**config.mk**
```make
export PLATFORM = sky130hd
export DESIGN_NAME = note_arpeggiator
export DESIGN_NICKNAME = d
export VERILOG_FILES = /design/src/rtl/arp_pkg.sv /design/src/rtl/arp_div.sv /design/src/rtl/arp_dp.sv /design/src/rtl/arp_ctrl.sv /design/src/rtl/note_arpeggiator.sv
export SDC_FILE = /design/constraint.sdc
export NUM_CORES = 1
export LEC_CHECK = 0
export BUFFER_PORTS_ARGS = -buffer_cell sky130_fd_sc_hd__buf_2
export CORE_MARGIN = 4
export CORE_UTILIZATION = 39
export DETAILED_ROUTE_END_ITERATION = 16
export GPL_ROUTABILITY_DRIVEN = 0
export PLACE_DENSITY = 0.63
export SKIP_CTS_REPAIR_TIMING = 1
export SLEW_MARGIN = 20
export SYNTH_ARGS = -nofsm -noshare
export SYNTH_HDL_FRONTEND = slang
export SYNTH_SLANG_ARGS = --single-unit
```
**constraint.sdc**
```tcl
create_clock -name clk -period 3.2 [get_ports clk]
set_input_delay 0.16 -clock clk [delete_from_list [all_inputs] [get_ports clk]]
set_output_delay 0.16 -clock clk [all_outputs]
set_load 0.005 [all_outputs]
```
**src/rtl/arp_pkg.sv**
```systemverilog
// arp_pkg: shared types and constants of the note arpeggiator
// payload structs, command codes, mode codes, controller/datapath structs
// no dependencies
package arp_pkg;

  localparam int RAND_W     = 16;
  localparam int NOTE_W     = 7;
  localparam int PITCH_W    = 8;
  localparam int OCT_W      = 4;
  localparam int CFG_IDX_W  = 1;
  localparam int CFG_DATA_W = 3;

  // input commands
  localparam logic [1:0] CMD_PRESS   = 2'd0;
  localparam logic [1:0] CMD_RELEASE = 2'd1;
  localparam logic [1:0] CMD_TICK    = 2'd2;

  // arp modes
  localparam logic [2:0] MODE_SINGLE = 3'd0;
  localparam logic [2:0] MODE_UP     = 3'd1;
  localparam logic [2:0] MODE_DOWN   = 3'd2;
  localparam logic [2:0] MODE_BOUNCE = 3'd3;
  localparam logic [2:0] MODE_ALT    = 3'd4;
  localparam logic [2:0] MODE_RANDOM = 3'd5;

  // configuration register indexes
  localparam logic [CFG_IDX_W-1:0] CFG_ARP_MODE  = 1'd0;
  localparam logic [CFG_IDX_W-1:0] CFG_OCT_RANGE = 1'd1;

  localparam logic [PITCH_W-1:0] OCT_STEP   = 8'd12;
  localparam logic [OCT_W-1:0]   BOUNCE_TOP = 4'd8;

  typedef struct packed {
    logic [1:0]        cmd;
    logic [NOTE_W-1:0] note;
    logic [RAND_W-1:0] random_octave;
    logic [RAND_W-1:0] random_pick;
  } arp_in_t;

  typedef struct packed {
    logic [PITCH_W-1:0] pitch;
    logic               release_res;
  } arp_out_t;

  typedef enum logic [1:0] {
    RD_SCAN,
    RD_NEWEST,
    RD_IDX
  } rd_sel_t;

  // controller to datapath
  typedef struct packed {
    logic    latch;
    logic    scan_clr;
    logic    rd_en;
    rd_sel_t rd_sel;
    logic    k_inc;
    logic    press_add;
    logic    rel_keep;
    logic    rel_fin;
    logic    ss_take;
    logic    ss_clear;
    logic    arp_clear;
    logic    arp_adv;
    logic    div_go_oct;
    logic    div_go_pick;
    logic    oct_zero;
    logic    oct_take;
    logic    rnd_commit;
    logic    emit_note;
    logic    emit_rel;
  } arp_cmd_t;

  // datapath to controller
  typedef struct packed {
    logic [2:0] mode;
    logic [1:0] cmd;
    logic       count_zero;
    logic       k_last;
    logic       match;
    logic       newest_diff;
    logic       range_zero;
    logic       div_busy;
    logic       out_free;
  } arp_stat_t;

endpackage

```
**src/rtl/arp_div.sv**
```systemverilog
// arp_div: iterative restoring remainder unit, one dividend bit per cycle
// depends on arp_pkg
module arp_div #(
  parameter int DIV_W = 5
) (
  input  logic                      clk,
  input  logic                      rst,
  input  logic                      start,
  input  logic [arp_pkg::RAND_W-1:0] dividend,
  input  logic [DIV_W-1:0]          divisor,
  output logic                      busy,
  output logic [DIV_W-1:0]          rem
);
  import arp_pkg::*;

  localparam int CNT_W = $clog2(RAND_W);

  logic [CNT_W-1:0]  cnt;
  logic [RAND_W-1:0] sh;
  logic [DIV_W-1:0]  dvs;
  logic [DIV_W:0]    trial;

  assign trial = {rem, sh[RAND_W-1]};

  always_ff @(posedge clk) begin
    if (rst) begin
      busy <= 1'b0;
      cnt  <= '0;
    end else if (start) begin
      busy <= 1'b1;
      cnt  <= '0;
    end else if (busy) begin
      cnt <= cnt + 1'b1;
      if (cnt == CNT_W'(RAND_W - 1)) begin
        busy <= 1'b0;
      end
    end
  end

  always_ff @(posedge clk) begin
    if (start) begin
      sh  <= dividend;
      rem <= '0;
      dvs <= divisor;
    end else if (busy) begin
      sh <= {sh[RAND_W-2:0], 1'b0};
      if (trial >= {1'b0, dvs}) begin
        rem <= DIV_W'(trial - {1'b0, dvs});
      end else begin
        rem <= DIV_W'(trial);
      end
    end
  end

endmodule

```
**src/rtl/arp_dp.sv**
```systemverilog
// arp_dp: datapath of the note arpeggiator
// held-note memory, step/octave state, config registers, output register
// depends on arp_pkg and arp_div
module arp_dp #(
  parameter int LIST_DEPTH = 16
) (
  input  logic                          clk,
  input  logic                          rst,
  input  arp_pkg::arp_cmd_t             ctl,
  output arp_pkg::arp_stat_t            stat,
  input  arp_pkg::arp_in_t              in_data,
  input  logic                          cfg_we,
  input  logic [arp_pkg::CFG_IDX_W-1:0]  cfg_index,
  input  logic [arp_pkg::CFG_DATA_W-1:0] cfg_data,
  output logic                          out_valid,
  input  logic                          out_ready,
  output arp_pkg::arp_out_t             out_data
);
  import arp_pkg::*;

  localparam int IW = (LIST_DEPTH > 1) ? $clog2(LIST_DEPTH) : 1;
  localparam int CW = $clog2(LIST_DEPTH + 1);
  localparam int DW = (CW > 3) ? CW : 3;

  arp_in_t           in_r;
  logic [2:0]        mode;
  logic [2:0]        range_r;
  logic [NOTE_W-1:0] mem [LIST_DEPTH];
  logic [NOTE_W-1:0] rdata;
  logic [CW-1:0]     count;
  logic [CW-1:0]     step;
  logic [OCT_W-1:0]  oct;
  logic              down;
  logic [IW-1:0]     last_pick;
  logic              parity;
  logic [NOTE_W-1:0] sounding;
  logic [CW-1:0]     k;
  logic [CW-1:0]     w;
  logic [IW-1:0]     idx_r;
  logic              lift;
  logic [OCT_W-1:0]  rnd_oct;

  logic              full;
  logic              keep;
  logic [IW-1:0]     raddr;
  logic              mem_we;
  logic [IW-1:0]     waddr;
  logic [NOTE_W-1:0] wdata;
  logic              div_busy;
  logic [DW-1:0]     div_rem;
  logic [OCT_W-1:0]  range4;

  // advance terms
  logic              pass;
  logic [CW-1:0]     step_w;
  logic [OCT_W-1:0]  oct_inc;
  logic [OCT_W-1:0]  oct_dec;
  logic [OCT_W-1:0]  bnc;
  logic [OCT_W-1:0]  oct_n;
  logic              down_n;
  logic              parity_n;
  logic [CW-1:0]     idx_full;
  logic              lift_n;

  // random terms
  logic [CW-1:0]     pick;
  logic [CW-1:0]     pick_inc;
  logic [CW-1:0]     pick_sel;
  logic              multi;

  logic [OCT_W-1:0]  eff_oct;
  logic [PITCH_W-1:0] pitch_c;

  assign full   = (count == CW'(LIST_DEPTH));
  assign keep   = (rdata != in_r.note);
  assign range4 = {1'b0, range_r};
  assign multi  = (count > CW'(1));

  always_ff @(posedge clk) begin
    if (rst) begin
      mode    <= MODE_SINGLE;
      range_r <= '0;
    end else if (cfg_we) begin
      case (cfg_index)
        CFG_ARP_MODE:  mode <= cfg_data;
        CFG_OCT_RANGE: range_r <= cfg_data;
        default: ;
      endcase
    end
  end

  arp_div #(.DIV_W(DW)) u_div (
    .clk      (clk),
    .rst      (rst),
    .start    (ctl.div_go_oct | ctl.div_go_pick),
    .dividend (ctl.div_go_oct ? in_r.random_octave : in_r.random_pick),
    .divisor  (ctl.div_go_oct ? DW'(range_r) : DW'(count)),
    .busy     (div_busy),
    .rem      (div_rem)
  );

  always_comb begin
    case (ctl.rd_sel)
      RD_SCAN:   raddr = k[IW-1:0];
      RD_NEWEST: raddr = IW'(count - 1'b1);
      RD_IDX:    raddr = idx_r;
      default:   raddr = idx_r;
    endcase
  end

  assign mem_we = (ctl.press_add && !full) || (ctl.rel_keep && keep);
  assign waddr  = ctl.press_add ? count[IW-1:0] : w[IW-1:0];
  assign wdata  = ctl.press_add ? in_r.note : rdata;

  always_ff @(posedge clk) begin
    if (mem_we) begin
      mem[waddr] <= wdata;
    end
    if (ctl.rd_en) begin
      rdata <= mem[raddr];
    end
  end

  // one arp step of the walking modes
  always_comb begin
    pass     = (step >= count);
    step_w   = pass ? '0 : step;
    oct_inc  = oct + 1'b1;
    oct_dec  = oct - 1'b1;
    oct_n    = oct;
    down_n   = down;
    bnc      = down ? oct_dec : oct_inc;
    if (pass) begin
      case (mode)
        MODE_UP, MODE_ALT: begin
          oct_n = (oct_inc > range4) ? '0 : oct_inc;
        end
        MODE_DOWN: begin
          oct_n = (oct == '0) ? range4 : oct_dec;
        end
        MODE_BOUNCE: begin
          if (bnc > BOUNCE_TOP) begin
            bnc = '0;
          end
          oct_n = bnc;
          if (bnc > range4) begin
            down_n = 1'b1;
          end
          if (bnc == '0) begin
            down_n = 1'b0;
          end
        end
        default: ;
      endcase
    end
    parity_n = (mode == MODE_ALT) ? ~parity : parity;
    idx_full = ((mode != MODE_ALT) && down_n) ? (count - 1'b1 - step_w) : step_w;
    if (mode == MODE_ALT) begin
      lift_n = (count == CW'(1)) ? parity_n : step_w[0];
    end else begin
      lift_n = 1'b1;
    end
  end

  // random pick with repeat avoidance
  always_comb begin
    pick     = CW'(div_rem);
    pick_inc = pick + 1'b1;
    pick_sel = pick;
    if (multi && (pick == CW'(last_pick))) begin
      pick_sel = (pick_inc == count) ? '0 : pick_inc;
    end
  end

  always_ff @(posedge clk) begin
    if (ctl.latch) begin
      in_r <= in_data;
    end
  end

  always_ff @(posedge clk) begin
    if (rst) begin
      count     <= '0;
      step      <= '0;
      oct       <= '0;
      down      <= 1'b0;
      last_pick <= '0;
      parity    <= 1'b0;
      sounding  <= '0;
      k         <= '0;
      w         <= '0;
      idx_r     <= '0;
      lift      <= 1'b1;
      rnd_oct   <= '0;
    end else begin
      if (ctl.scan_clr) begin
        k <= '0;
        w <= '0;
      end
      if (ctl.k_inc) begin
        k <= k + 1'b1;
      end
      if (ctl.rel_keep && keep) begin
        w <= w + 1'b1;
      end
      if (ctl.rel_fin) begin
        count <= w;
      end
      if (ctl.press_add && !full) begin
        count <= count + 1'b1;
      end
      if (ctl.ss_take) begin
        sounding <= rdata;
      end
      if (ctl.ss_clear) begin
        sounding <= '0;
      end
      if (ctl.arp_clear) begin
        step <= '0;
        oct  <= '0;
        down <= 1'b0;
      end
      if (ctl.arp_adv) begin
        step   <= step_w + 1'b1;
        oct    <= oct_n;
        down   <= down_n;
        parity <= parity_n;
        idx_r  <= idx_full[IW-1:0];
        lift   <= lift_n;
      end
      if (ctl.oct_zero) begin
        rnd_oct <= '0;
      end
      if (ctl.oct_take) begin
        rnd_oct <= OCT_W'(div_rem);
      end
      if (ctl.rnd_commit) begin
        if (multi) begin
          last_pick <= pick_sel[IW-1:0];
        end
        step  <= pick_sel;
        oct   <= rnd_oct;
        idx_r <= pick_sel[IW-1:0];
        lift  <= 1'b1;
      end
    end
  end

  assign eff_oct = ((mode == MODE_ALT) && !lift) ? '0 : oct;
  assign pitch_c = {1'b0, rdata} + OCT_STEP * {{(PITCH_W - OCT_W){1'b0}}, eff_oct};

  always_ff @(posedge clk) begin
    if (rst) begin
      out_valid <= 1'b0;
    end else if (ctl.emit_note || ctl.emit_rel) begin
      out_valid <= 1'b1;
    end else if (out_ready) begin
      out_valid <= 1'b0;
    end
  end

  always_ff @(posedge clk) begin
    if (ctl.emit_note) begin
      out_data.pitch       <= pitch_c;
      out_data.release_res <= 1'b0;
    end else if (ctl.emit_rel) begin
      out_data.pitch       <= '0;
      out_data.release_res <= 1'b1;
    end
  end

  always_comb begin
    stat.mode        = mode;
    stat.cmd         = in_r.cmd;
    stat.count_zero  = (count == '0);
    stat.k_last      = (CW'(k + 1'b1) == count);
    stat.match       = (rdata == in_r.note);
    stat.newest_diff = (rdata != sounding);
    stat.range_zero  = (range_r == '0);
    stat.div_busy    = div_busy;
    stat.out_free    = !out_valid || out_ready;
  end

`ifndef SYNTHESIS
  a_count_bound: assert property (@(posedge clk) disable iff (rst)
    count <= CW'(LIST_DEPTH))
    else $error("held count above list depth");

  a_release_zero: assert property (@(posedge clk) disable iff (rst)
    (ctl.emit_rel) |=> (out_valid && out_data.release_res && out_data.pitch == '0))
    else $error("release result carries a pitch");

  a_oct_bound: assert property (@(posedge clk) disable iff (rst)
    oct <= BOUNCE_TOP)
    else $error("octave offset out of range");

  a_press_grow: assert property (@(posedge clk) disable iff (rst)
    (ctl.press_add && !full) |=> (count == $past(count) + 1'b1))
    else $error("press did not grow the list");
`endif

endmodule

```
**src/rtl/arp_ctrl.sv**
```systemverilog
// arp_ctrl: sequencing state machine of the note arpeggiator
// drives arp_dp through command/status structs; depends on arp_pkg
module arp_ctrl (
  input  logic               clk,
  input  logic               rst,
  input  logic               in_valid,
  input  logic [1:0]         in_cmd,
  output logic               in_ready,
  input  arp_pkg::arp_stat_t stat,
  output arp_pkg::arp_cmd_t  ctl
);
  import arp_pkg::*;

  typedef enum logic [3:0] {
    S_IDLE,
    S_P_RD,
    S_P_CHK,
    S_P_ADD,
    S_R_RD,
    S_R_CHK,
    S_R_FIN,
    S_POST,
    S_SS_CHK,
    S_ADV,
    S_DIV_O,
    S_DIV_P,
    S_RD_IDX,
    S_EMIT_NOTE,
    S_EMIT_REL
  } state_t;

  state_t state;
  state_t state_next;

  always_comb begin
    ctl        = '0;
    state_next = state;
    case (state)
      S_IDLE: begin
        if (in_valid && in_ready) begin
          ctl.latch    = 1'b1;
          ctl.scan_clr = 1'b1;
          case (in_cmd)
            CMD_PRESS:   state_next = stat.count_zero ? S_P_ADD : S_P_RD;
            CMD_RELEASE: state_next = stat.count_zero ? S_POST : S_R_RD;
            CMD_TICK:    state_next = S_POST;
            default:     state_next = S_IDLE;
          endcase
        end
      end
      S_P_RD: begin
        ctl.rd_en  = 1'b1;
        ctl.rd_sel = RD_SCAN;
        state_next = S_P_CHK;
      end
      S_P_CHK: begin
        if (stat.match) begin
          state_next = S_POST;
        end else begin
          ctl.k_inc  = 1'b1;
          state_next = stat.k_last ? S_P_ADD : S_P_RD;
        end
      end
      S_P_ADD: begin
        ctl.press_add = 1'b1;
        state_next    = S_POST;
      end
      S_R_RD: begin
        ctl.rd_en  = 1'b1;
        ctl.rd_sel = RD_SCAN;
        state_next = S_R_CHK;
      end
      S_R_CHK: begin
        ctl.rel_keep = 1'b1;
        ctl.k_inc    = 1'b1;
        state_next   = stat.k_last ? S_R_FIN : S_R_RD;
      end
      S_R_FIN: begin
        ctl.rel_fin = 1'b1;
        state_next  = S_POST;
      end
      S_POST: begin
        if (stat.mode == MODE_SINGLE) begin
          if (stat.count_zero) begin
            ctl.ss_clear = 1'b1;
            state_next   = (stat.cmd == CMD_RELEASE) ? S_EMIT_REL : S_IDLE;
          end else begin
            ctl.rd_en  = 1'b1;
            ctl.rd_sel = RD_NEWEST;
            state_next = S_SS_CHK;
          end
        end else if (stat.mode > MODE_RANDOM) begin
          state_next = S_IDLE;
        end else if (stat.count_zero) begin
          ctl.arp_clear = (stat.mode != MODE_RANDOM);
          state_next    = S_IDLE;
        end else if (stat.cmd != CMD_TICK) begin
          state_next = S_IDLE;
        end else if (stat.mode == MODE_RANDOM) begin
          if (stat.range_zero) begin
            ctl.oct_zero    = 1'b1;
            ctl.div_go_pick = 1'b1;
            state_next      = S_DIV_P;
          end else begin
            ctl.div_go_oct = 1'b1;
            state_next     = S_DIV_O;
          end
        end else begin
          state_next = S_ADV;
        end
      end
      S_SS_CHK: begin
        if (stat.newest_diff) begin
          ctl.ss_take = 1'b1;
          state_next  = S_EMIT_NOTE;
        end else begin
          state_next = S_IDLE;
        end
      end
      S_ADV: begin
        ctl.arp_adv = 1'b1;
        state_next  = S_RD_IDX;
      end
      S_DIV_O: begin
        if (!stat.div_busy) begin
          ctl.oct_take    = 1'b1;
          ctl.div_go_pick = 1'b1;
          state_next      = S_DIV_P;
        end
      end
      S_DIV_P: begin
        if (!stat.div_busy) begin
          ctl.rnd_commit = 1'b1;
          state_next     = S_RD_IDX;
        end
      end
      S_RD_IDX: begin
        ctl.rd_en  = 1'b1;
        ctl.rd_sel = RD_IDX;
        state_next = S_EMIT_NOTE;
      end
      S_EMIT_NOTE: begin
        if (stat.out_free) begin
          ctl.emit_note = 1'b1;
          state_next    = S_IDLE;
        end
      end
      S_EMIT_REL: begin
        if (stat.out_free) begin
          ctl.emit_rel = 1'b1;
          state_next   = S_IDLE;
        end
      end
      default: state_next = S_IDLE;
    endcase
  end

  always_ff @(posedge clk) begin
    if (rst) begin
      state    <= S_IDLE;
      in_ready <= 1'b1;
    end else begin
      state    <= state_next;
      in_ready <= (state_next == S_IDLE);
    end
  end

endmodule

```
**src/rtl/note_arpeggiator.sv**
```systemverilog
// note_arpeggiator: top level, held-note list plus arp pattern generator
// instantiates arp_ctrl and arp_dp; depends on arp_pkg
//
//   channel  direction  handshake               payload
//   in       to block   in_valid / in_ready     in_data  (arp_in_t)
//   out      from block out_valid / out_ready   out_data (arp_out_t)
//   cfg      to block   cfg_we                  cfg_index, cfg_data
//
// one item at a time; a transfer in is followed by its list work
// press: a read and a check per held key scanned, then the add, plus a newest-note read in single shot
// release: a read and a keep step per held key (compaction reads and rewrites the list), plus the single-shot result
// tick in walking modes: advance, read, emit; random mode runs two remainders over the 16-bit inputs, one at range 0
// synchronous reset clears control state; list memory needs no clearing pass
// a result waits in the output register; a new item is taken meanwhile,
// and the block only stalls if a second result is due before the first leaves
module note_arpeggiator #(
  parameter int LIST_DEPTH = 16
) (
  input  logic                          clk,
  input  logic                          rst,
  // item channel
  input  logic                          in_valid,
  output logic                          in_ready,
  input  arp_pkg::arp_in_t              in_data,
  // result channel
  output logic                          out_valid,
  input  logic                          out_ready,
  output arp_pkg::arp_out_t             out_data,
  // register writes
  input  logic                          cfg_we,
  input  logic [arp_pkg::CFG_IDX_W-1:0]  cfg_index,
  input  logic [arp_pkg::CFG_DATA_W-1:0] cfg_data
);
  import arp_pkg::*;

  // command and status between sequencer and datapath
  arp_cmd_t  ctl;
  arp_stat_t stat;

  // sequencer: list scan, compaction, mode dispatch, emit wait
  arp_ctrl u_ctrl (
    .clk      (clk),
    .rst      (rst),
    .in_valid (in_valid),
    .in_cmd   (in_data.cmd),
    .in_ready (in_ready),
    .stat     (stat),
    .ctl      (ctl)
  );

  // datapath: note memory, octave/step state, remainder unit, output register
  arp_dp #(
    .LIST_DEPTH (LIST_DEPTH)
  ) u_dp (
    .clk       (clk),
    .rst       (rst),
    .ctl       (ctl),
    .stat      (stat),
    .in_data   (in_data),
    .cfg_we    (cfg_we),
    .cfg_index (cfg_index),
    .cfg_data  (cfg_data),
    .out_valid (out_valid),
    .out_ready (out_ready),
    .out_data  (out_data)
  );

endmodule
```
* Yosys cells after proc, flatten, opt, wreduce, memory -nomap -nowiden
Memory sizes are Yosys's and may differ from the RTL's. A register that Yosys moved wholly into a read port is not among the register bits. Cells that the tools add are included.
Operators by class: magnitude comparators 7, reduce and logical (&&, ||, !) cells 42, bitwise logic cells 3, multiply operators 1, muxes and demuxes 109, equality and inequality tests 37, add/subtract/negate cells 12
Operators by type and width (number):
- $mux 4 | 30
- $mux 5 | 12
- $pmux 4 s13 | 1
- $mux 16 | 3
- $mux 1 | 38
- $eq 4x4->1 const B | 8
- $add 5x1->5 const B | 5
- $mux 3 | 8
- $pmux 4 s3 | 2
- $mux 9 | 2
- $reduce_bool 2->1 | 9
- $eq 4x3->1 const B | 4
- $logic_not 4->1 | 4
- $mux 2 | 8
- $ne 7x7->1 | 2
- $reduce_or 2->1 | 7
- $eq 5x5->1 | 2
- $pmux 3 s3 | 1
- $add 4x1->4 const B | 2
- $add 7x8->8 | 1
- $eq 4x2->1 const B | 2
- $gt 4x3->1 | 2
- $pmux 4 s2 | 1
- $sub 4x1->4 const B | 2
- 35 further kinds | 55
Word-level totals: input port bits 50, output and inout port bits 11, memories 1, flip-flop bits (word level) 139, memory bits (writable) 112, word-level logic and storage cells 241
Memories:
- u_dp.mem | depth 16, width 7, rd ports 1, clocked after Yosys merged registers in 1, write ports 1, RTL line arp_dp.sv:28 | logic [NOTE_W-1:0] mem [LIST_DEPTH];

* Longest topological paths before layout
Gate-level depths: netlist (run 1).
word-level depth 15, mapped depth 16, depth with buffers taken out 14

* Modules after synthesis
A second synthesis (run 1) with hierarchy kept.
Second synthesis, totals: cell total of the unflattened synthesis 1076, area total of the unflattened synthesis 13005.0 µm²
Modules (own cells, without submodules):
- arp_dp | seq. area each 6125.9 µm², area an instance 10754.1 µm², cells an instance 853, times used 1
- arp_div | seq. area each 830.8 µm², area an instance 1471.4 µm², cells an instance 111, times used 1
- arp_ctrl | seq. area each 100.1 µm², area an instance 779.5 µm², cells an instance 112, times used 1

* Least setup slack after synthesis (run 1)
OpenSTA, ideal clock, no wires.
kind reg-to-reg, start register u_dp.count[2], end register u_dp.idx_r[2], required time 3130 ps, cell stages (with the launch flop) 16, arrival 2987 ps, setup slack 143 ps, clock period less this slack 3057 ps, setup time 70 ps, buffers on the path 2, path through dfxtp_1 buf_6 clkbuf_1 inv_1 ha_1 a21o_1 a31oi_1 o21a_1 nand2_1 inv_1 ha_1 inv_1 fa_1 xnor2_1 mux2_1 a21oi_1
Between the ends: longest elaborated chain between the ends 6, elaborated cells on any way between the ends 14, classes of those cells add/sub: 2; order compare: 2; eq/ne: 1; mux: 7; reduce/logical: 2
RTL lines:
- start, declared | RTL line arp_dp.sv:30 | logic [CW-1:0] count;
- start signal, assigned | RTL line arp_dp.sv:207 | count <= w;
- start signal, assigned | RTL line arp_dp.sv:210 | count <= count + 1'b1;
- $ge 5x5->1 | RTL line arp_dp.sv:126 | pass = (step >= count);
- $mux 5 or $mux 1 (tied branches) | RTL line arp_dp.sv:127, arp_dp.sv:133
- $sub 4x4->4 or $logic_and 1x1->1 (tied branches) | RTL line arp_dp.sv:157 | idx_full = ((mode != MODE_ALT) && down_n) ? (count - 1'b1 - step_w) : step_w;
- $mux 4 | RTL line arp_dp.sv:157
- $mux 4 | RTL line arp_dp.sv:223 | if (ctl.arp_adv) begin
- $mux 4 * | RTL line arp_dp.sv:237 | if (ctl.rnd_commit) begin
- end signal, assigned | RTL line arp_dp.sv:228 | idx_r <= idx_full[IW-1:0];
- end signal, assigned | RTL line arp_dp.sv:243 | idx_r <= pick_sel[IW-1:0];
- end, declared | RTL line arp_dp.sv:39 | logic [IW-1:0] idx_r;
Every way passes the cells marked *; elsewhere a longest branch is shown, timed or not. The select of a mux whose other input is x is not followed. A chain may end at the register's enable or synchronous reset.

* Worst setup path in the final report (run 1)
start register u_dp.down, end register u_dp.idx_r[2]
Between the ends: longest elaborated chain between the ends 14, elaborated cells on any way between the ends 15, classes of those cells order compare: 2; mux: 11; reduce/logical: 2
RTL lines:
- start, declared | RTL line arp_dp.sv:33 | logic down;
- start signal, assigned | RTL line arp_dp.sv:226 | down <= down_n;
- $mux 4 | RTL line arp_dp.sv:132 | bnc = down ? oct_dec : oct_inc;
- $gt 4x4->1 | RTL line arp_dp.sv:142 | if (bnc > BOUNCE_TOP) begin
- $mux 4 | RTL line arp_dp.sv:142
- $mux 4 | RTL line arp_dp.sv:134 | case (mode)
- $mux 4 | RTL line arp_dp.sv:133 | if (pass) begin
- $gt 4x3->1 | RTL line arp_dp.sv:146 | if (bnc > range4) begin
- $mux 1 | RTL line arp_dp.sv:146
- $mux 1 | RTL line arp_dp.sv:149 | if (bnc == '0) begin
- $mux 1 | RTL line arp_dp.sv:134
- $mux 1 * | RTL line arp_dp.sv:133
- $logic_and 1x1->1 * | RTL line arp_dp.sv:157
- $mux 4 * | RTL line arp_dp.sv:157
- $mux 4 * | RTL line arp_dp.sv:223
- $mux 4 * | RTL line arp_dp.sv:237
Marked as above.

==> run_results.csv, run 1 <==
group,metric,value,unit
min_path,whs_path_depth,3,
clocking,clk_latency,0.57,ns
finish,post_layout_nonfiller_instances,1767,
clocking,cts_buffers,29,
routing,route.vias.total,9357,
finish,area_delta_synth_final,19.8,%
logic_synthesis,async_reset_ff_share,0,%
setup_path,required,3.68,ns
routing,first_pass_iters,5,
routing,wl_per_cell,17.7,um
clocking,cts_tree,"done",
setup_path,cp-end-kind,"flip-flop",
routing,wl,31.3,mm
timing,min_period,3.04,ns
setup_path,critical_path_class,"reg -> reg",
clocking,clockRootBuffer,"clkbuf_16",
timing,grt_setup_unrepaired,"no",
finish,nNetsFinal,1400,
global_route,grt_pass1_vias,8882,
timing,setup_tns,0,ns
clocking,path_clk_slew,0.06,ns
setup_path,crit_path_cell_trace,"and4b_1 > o21a_1 > nor2_2 > nor2_1 > ha_1 > nor2b_1 > o21ai_0 > a32oi_1 > o311ai_1 > a21oi_1 > buf_4 > mux2_1 > a21oi_1",
logic_synthesis,yosysTopAreaCell,"edfxtp_1",
logic_synthesis,synth_top_area_share,43.3,%
routing,drt_iter0_markers,643,
clocking,clock_path_buffers,3,
die,initial_core_util,39.9,%
global_route,grt_max_degree,51,
routing,drcViolationCount,0,
timing,maxSlewHeadroom,37.9,%
timing,worstMarginPinSlew,0.924,ns
logic_synthesis,synthMostInstantiatedCell,"edfxtp_1",
routing,antenna_left,0,
global_route,track_usage,16.6,%
die,ioPinCount,61,
logic_synthesis,synth_seq_area_share,53.8,%
pwr,power-per-cell-area,639,nW/um2
place,dp_hpwl,21.2,mm
die,fp.dieW,191,um
finish,drive_gt1_share,15.5,%
setup_path,cpMaxStageDelayCell,"dfxtp_1",
die,num_rows,66,
place,port_buffers,60,
job,drv_cap,0,
timing,fmax,0.329,GHz
timing,hold_ws,0.0160,ns
die,dieHeight,191,um
die,coreArea,32900,um2
timing,skew,0.0295,ns
logic_synthesis,ys_top_cells_by_count,"189 x edfxtp_1, 123 x mux2i_1, 122 x nor2_1",
global_route,grt_antenna_before_repair,0,
logic_synthesis,ys_seq_elements,258,
logic_synthesis,synth_ff_type,"edfxtp_1",
status,status,"complete, no violations",
setup_path,cp-start-kind,"flip-flop",
routing,avgViaCountPerCell,5.30,
setup_path,reg2reg_depth,13,
logic_synthesis,synth_area_leaders,"edfxtp_1 43%, dfxtp_1 11%, mux2i_1 9.4%",
global_route,gr-total-overflow,0,
finish,antenna_cells,0,
global_route,grt_pass1_wl,48.8,mm
timing,finalSetupViolations,0,
die,dieArea,36600,um2
setup_path,critPathArrivalTime,3.52,ns
setup_path,cpPeakStageDelay,0.46,ns
timing,finalMaxSlewViolations,0,
min_path,worstHoldPathType,"in -> reg",
logic_synthesis,synth-edff-count,189,
logic_synthesis,yosys_warnings,0,
setup_path,cp_max_fo,8,
logic_synthesis,synth_area,13100,um2
timing,hold_violations,0,
logic_synthesis,syn_nets,1261,
clocking,clock-sinks,258,
pwr,vdd_drop_max,0.471,mV
logic_synthesis,syn_inst,1163,
setup_path,path_common_cell,"a21oi_1",
clocking,h-tree-depth,1,
pwr,p_leak,5.88,nW
logic_synthesis,synth.avg_cell_area,11.3,um2
place,numPlacedInstances,1663,
logic_synthesis,ys_types,77,
timing,fin_crit_sh,94.9,%
-- layer usage --
| layer | track usage [%] | wire [um] | vias up |
|---|---|---|---|
| met5 | 0 | 0 | - |
| met2 | 26.3 | 14500 | 222 |
| li1 | - | - | 4568 |
| met3 | 2.81 | 1590 | 36 |
| met1 | 24.2 | 14700 | 4531 |
| met4 | 3.29 | 520 | 0 |
-- cell usage in the layout, fill, tap and decap left out, types with 6 or more instances in the layout --
| master | synthesis | final |
|---|---|---|
| o21ai_0 | 36 | 35 |
| buf_2 | 9 | 60 |
| mux2i_1 | 123 | 123 |
| dlygate4sd3_1 | 0 | 50 |
| nor2_1 | 122 | 121 |
| clkbuf_1 | 42 | 7 |
| nand2_1 | 71 | 71 |
| xor2_1 | 19 | 19 |
| inv_1 | 43 | 42 |
| xnor2_1 | 39 | 39 |
| a31oi_1 | 10 | 10 |
| a2111oi_0 | 7 | 7 |
| edfxtp_1 | 189 | 189 |
| nand4_1 | 9 | 9 |
| buf_4 | 2 | 55 |
| nand3_1 | 31 | 31 |
| nor3_1 | 30 | 28 |
| nor2b_1 | 13 | 13 |
| ha_1 | 44 | 44 |
| mux2_2 | 9 | 9 |
| clkinv_2 | 0 | 8 |
| a21o_1 | 7 | 7 |
| nand2b_1 | 10 | 10 |
| buf_12 | 0 | 6 |
| nor3b_1 | 11 | 11 |
| a211oi_1 | 15 | 15 |
| clkbuf_16 | 0 | 29 |
| and3_1 | 6 | 6 |
| dfxtp_1 | 69 | 66 |
| a21oi_1 | 75 | 73 |
| and2_1 | 9 | 9 |
| a22oi_1 | 12 | 12 |
-- sequential cells by signal (all words and copies together) (netlist names), 5 cells and up --
| register | cells |
|---|---|
| u_dp.step | 5 |
| u_dp.k | 5 |
| u_dp.mem | 112 |
| u_dp.in_r | 39 |
| u_dp.w | 5 |
| u_dp.sounding | 7 |
| u_dp.u_div.rem | 5 |
| u_dp.count | 5 |
| u_dp.u_div.sh | 16 |
| u_dp.rdata | 7 |
| u_dp.out_data | 9 |
| u_dp.u_div.dvs | 5 |
-- worst max-delay path, delay by kind of cell, from the launching register on --
family	cells	cell delay [ns]
AND/OR/NAND/NOR	4	0.74
adder cells (fa/ha/maj)	1	0.30
AO/OA/AOI/OAI	6	0.95
flip-flops	1	0.46
multiplexers	1	0.31
buffers and inverters	1	0.19
-- metrics by stage --
step,power (mW),cell area (um2),util [%],worst slack [ns]
after CTS,10.1,15200,46.2,0.125
final,10.0,15700,47.8,0.164
after floorplan,5.91,13100,-,0.143
after detailed placement,6.71,14200,43.3,0.177
after global placement,6.67,14200,43.2,0.236
after global routing,10.5,15700,47.8,0.00925
-- worst paths after layout --
kind / start / endpoint / slack, ns
worst max-delay path: u_dp.down / u_dp.idx_r[2] / 0.16
worst min-delay path: rst / u_dp.lift / 0.02
worst max register to register: u_dp.down / u_dp.idx_r[2] / 0.16
worst min register to register: u_dp.w[4] / u_dp.w[4] / 0.48
-- cell families (layout without fill, tap and decap cells) --
logic type	count (synthesis)	count (layout)	share of synthesized area [%]
buf+inv	106	268	3.58
xor+xnor	58	58	3.88
flops	258	258	53.8
mux	133	133	10.3
simple gates	343	343	12.8
fa+ha+maj	49	49	4.89
compound gates	216	216	10.7
-- final cells by class --
| type | instances | area, um2 |
|---|---|---|
| timing repair buffer | 171 | 1330 |
| clock buffer | 39 | 793 |
| sequential | 258 | 7060 |
| clock inverter | 15 | 165 |
| tap | 442 | 553 |
| fill | 2996 | 17200 |
| inverter | 43 | 161 |
| multi-input combinational | 799 | 5630 |
-- power breakdown --
part	total, mW	internal, mW	leakage [nW]	switching [mW]
Sequential	4.46	4.19	2.30	0.267
Clock	3.33	1.98	0.472	1.35
Combinational	2.24	0.836	3.11	1.41
(Power assumes the default switching activity.)
==> run 2: changes to the inputs <==
Settings changed: ABC_AREA from default to 1.
==> run 2 against run 1 <==
The flow now finishes with violations (negative hold slack). Worst hold slack got worse by 0.022 ns. Maximum frequency rose by 3.2%. Worst setup slack improved by 0.093 ns. Critical path type unchanged. First-iteration DRC count rose by 2.3%. Wire length rose by 3.2%. Critical path depth rose by 8. Combinational power fell by 5%.
==> run_results.csv, run 2 <==
group,metric,value,unit
status,status,"complete, but fails checks",
status,violations,"negative hold slack",
clocking,clockRootBuffer,"clkbuf_16",
routing,drcViolationCount,0,
setup_path,critPathArrivalTime,3.23,ns
logic_synthesis,yosysTopAreaCell,"edfxtp_1",
finish,nNetsFinal,1736,
routing,antenna_left,0,
min_path,worstHoldPathType,"in -> reg",
logic_synthesis,syn_nets,1615,
setup_path,cp-start-kind,"flip-flop",
global_route,track_usage,16.1,%
setup_path,crit_start,"u_dp.mode[0]",
finish,drive_gt1_share,11.1,%
routing,wl_per_cell,15.3,um
finish,antenna_cells,0,
min_path,whs_path_depth,3,
logic_synthesis,synth_top_family_by_area,"simple AND/OR/NAND/NOR gates",
finish,reg_top3,"u_dp.mem (112), u_dp.in_r (39), u_dp.u_div.sh (16)",
clocking,cts_buffers,29,
die,ioPinCount,61,
clocking,path_clk_slew,0.06,ns
setup_path,crit-reg2reg-launch,"u_dp.mode[0]",
logic_synthesis,syn_inst,1517,
die,dieArea,37300,um2
logic_synthesis,yosys_warnings,0,
pwr,total_power,9.82,mW
finish,post_layout_nonfiller_instances,2108,
finish,final_cell_mix,"338 x nand2_1, 209 x inv_1, 189 x edfxtp_1",
clocking,clk_latency,0.55,ns
logic_synthesis,synth.avg_cell_area,8.82,um2
pwr,p_leak,6.68,nW
clocking,h-tree-depth,1,
setup_path,required,3.49,ns
clocking,cts_tree,"done",
timing,finalMaxSlewViolations,0,
logic_synthesis,synth_top_area_share,42.4,%
timing,finalSetupViolations,0,
pwr,power-per-cell-area,626,nW/um2
routing,first_pass_iters,7,
finish,final_common_cell,"nand2_1",
logic_synthesis,synth-edff-count,189,
logic_synthesis,synthMuxAreaShare,0,%
place,port_buffers,60,
timing,fmax,0.340,GHz
die,initial_core_util,39.7,%
global_route,grt_max_degree,43,
logic_synthesis,synth_seq_area_share,52.7,%
logic_synthesis,synth-compound-area-share,7.80,%
place,dp_hpwl,22.2,mm
global_route,grt_antenna_before_repair,0,
timing,hold_violations,2,
min_path,holdPathEnd,"u_dp.range_r[2]",
job,drv_cap,0,
setup_path,reg2reg_depth,21,
setup_path,cp_max_fo,4,
pwr,vdd_drop_max,0.435,mV
clocking,clock-sinks,258,
setup_path,critical_path_class,"reg -> reg",
routing,avgViaCountPerCell,4.98,
logic_synthesis,synth_area_leaders,"edfxtp_1 42%, dfxtp_1 10%, nand2_1 9.5%",
logic_synthesis,synthMostInstantiatedCell,"nand2_1",
finish,area_delta_synth_final,17.1,%
global_route,grt_pass1_vias,9794,
setup_path,rr_endpoint,"u_dp.out_data[8]",
min_path,hold_path.startpoint,"cfg_index",
logic_synthesis,synth_area,13400,um2
finish,largest_reg_flops,112,
timing,hold_ws,-0.00582,ns
logic_synthesis,ys_top_cells_by_count,"338 x nand2_1, 211 x inv_1, 189 x edfxtp_1",
logic_synthesis,ys_types,48,
timing,fin_crit_sh,92.0,%
logic_synthesis,synth-simple-area-share,23.7,%
setup_path,rrSetupSlack,0.26,ns
timing,min_period,2.94,ns
global_route,gr-total-overflow,0,
timing,skew,0.0103,ns
die,fp.dieW,193,um
logic_synthesis,ys_seq_elements,258,
finish,nFillCells,3202,
logic_synthesis,async_reset_ff_share,0,%
logic_synthesis,synthXorXnorAreaFrac,2.68,%
die,dieHeight,193,um
die,coreArea,33700,um2
place,numPlacedInstances,2006,
logic_synthesis,synthAdderAreaFrac,4.71,%
routing,wl,32.3,mm
timing,maxSlewHeadroom,40.7,%
clocking,clock_path_buffers,3,
timing,setup_tns,0,ns
global_route,grt_pass1_wl,50.2,mm
finish,regMostFlops,"u_dp.mem",
timing,worstMarginPinSlew,0.889,ns
setup_path,cp-end-kind,"flip-flop",
die,num_rows,67,
logic_synthesis,synth_ff_type,"edfxtp_1",
routing,route.vias.total,10500,
timing,grt_setup_unrepaired,"no",
routing,drt_iter0_markers,658,
## run 2: changes by cell type after synthesis, sizes merged, moves of 13 or more
cell    before  now
nor2b       13    0
nor3        32   12
nand3       31  159
nand2       71  344
mux2i      123    0
nand3b       4   36
xnor2       39   21
o21ai       38   62
inv         43  231
clkbuf      42   22
## run 2: worst max path at each step
stage                       end  slack [ns]  depth (start not counted)
2_1_floorplan  u_dp.out_data[8]        0.13                         21
3_3_place_gp   u_dp.out_data[8]        0.10                         21
3_5_place_dp   u_dp.out_data[8]        0.03                         21
4_1_cts        u_dp.out_data[8]        0.03                         21
5_1_grt           u_dp.idx_r[0]        0.01                         20
6_report       u_dp.out_data[8]        0.26                         21
## run 2: layer usage
metal / vias to the layer above / track usage, % / routed length (um)
met5: - / 0 / 0
met4: 0 / 4.43 / 874
met3: 59 / 2.00 / 1740
met2: 297 / 26.7 / 15200
met1: 4866 / 22.3 / 14500
li1: 5284 / - / -
## run 2: where the power goes
group | internal (mW) | total [mW] | leakage (nW) | switching [mW]
sequential | 4.18 | 4.39 | 2.27 | 0.203
clock | 1.97 | 3.30 | 0.453 | 1.34
combinational | 0.635 | 2.13 | 3.96 | 1.49
total | 6.78 | 9.82 | 6.68 | 3.03
## run 2: through the flow
stage,worst slack [ns],area (um2),util (%)
5_1_grt,0.0129,15700,46.5
3_5_place_dp,0.0325,14200,42.2
2_1_floorplan,0.133,13400,-
6_report,0.257,15700,46.5
3_3_place_gp,0.103,14200,42.2
4_1_cts,0.0269,15200,45.0
## run 2: area by class of cell
type                    count  area, um2  area share (%)
clock inverters            21        201            1.29
repair buffers            136       1010            6.47
flip-flops and latches    258       7060            45.0
well taps                 448        561            3.58
clock buffers              32        737            4.70
multi-input cells         980       5230            33.4
inverters                 233        875            5.58
## run 2: worst max-delay path, stage by stage (launching register included)
cell and delay (ns):
dfxtp_1 0.31, nor2_2 0.13, inv_1 0.06, nor2_2 0.10, inv_1 0.07, or2_4 0.25, nand2_1 0.08, inv_2 0.06
ha_2 0.19, fa_1 0.43, ha_1 0.29, inv_1 0.05, nor2_1 0.10, nor2_1 0.05, inv_1 0.06, nand2_1 0.05
inv_1 0.06, nor2_1 0.04, nor2_1 0.08, nor2_1 0.05, o21ai_0 0.13, a21oi_1 0.06
## run 2: logic make-up after synthesis
group           count (synthesis)
simple gates                  707
buf+inv                       279
flops                         258
compound gates                184
fa+ha+maj                      48
xor+xnor                       41
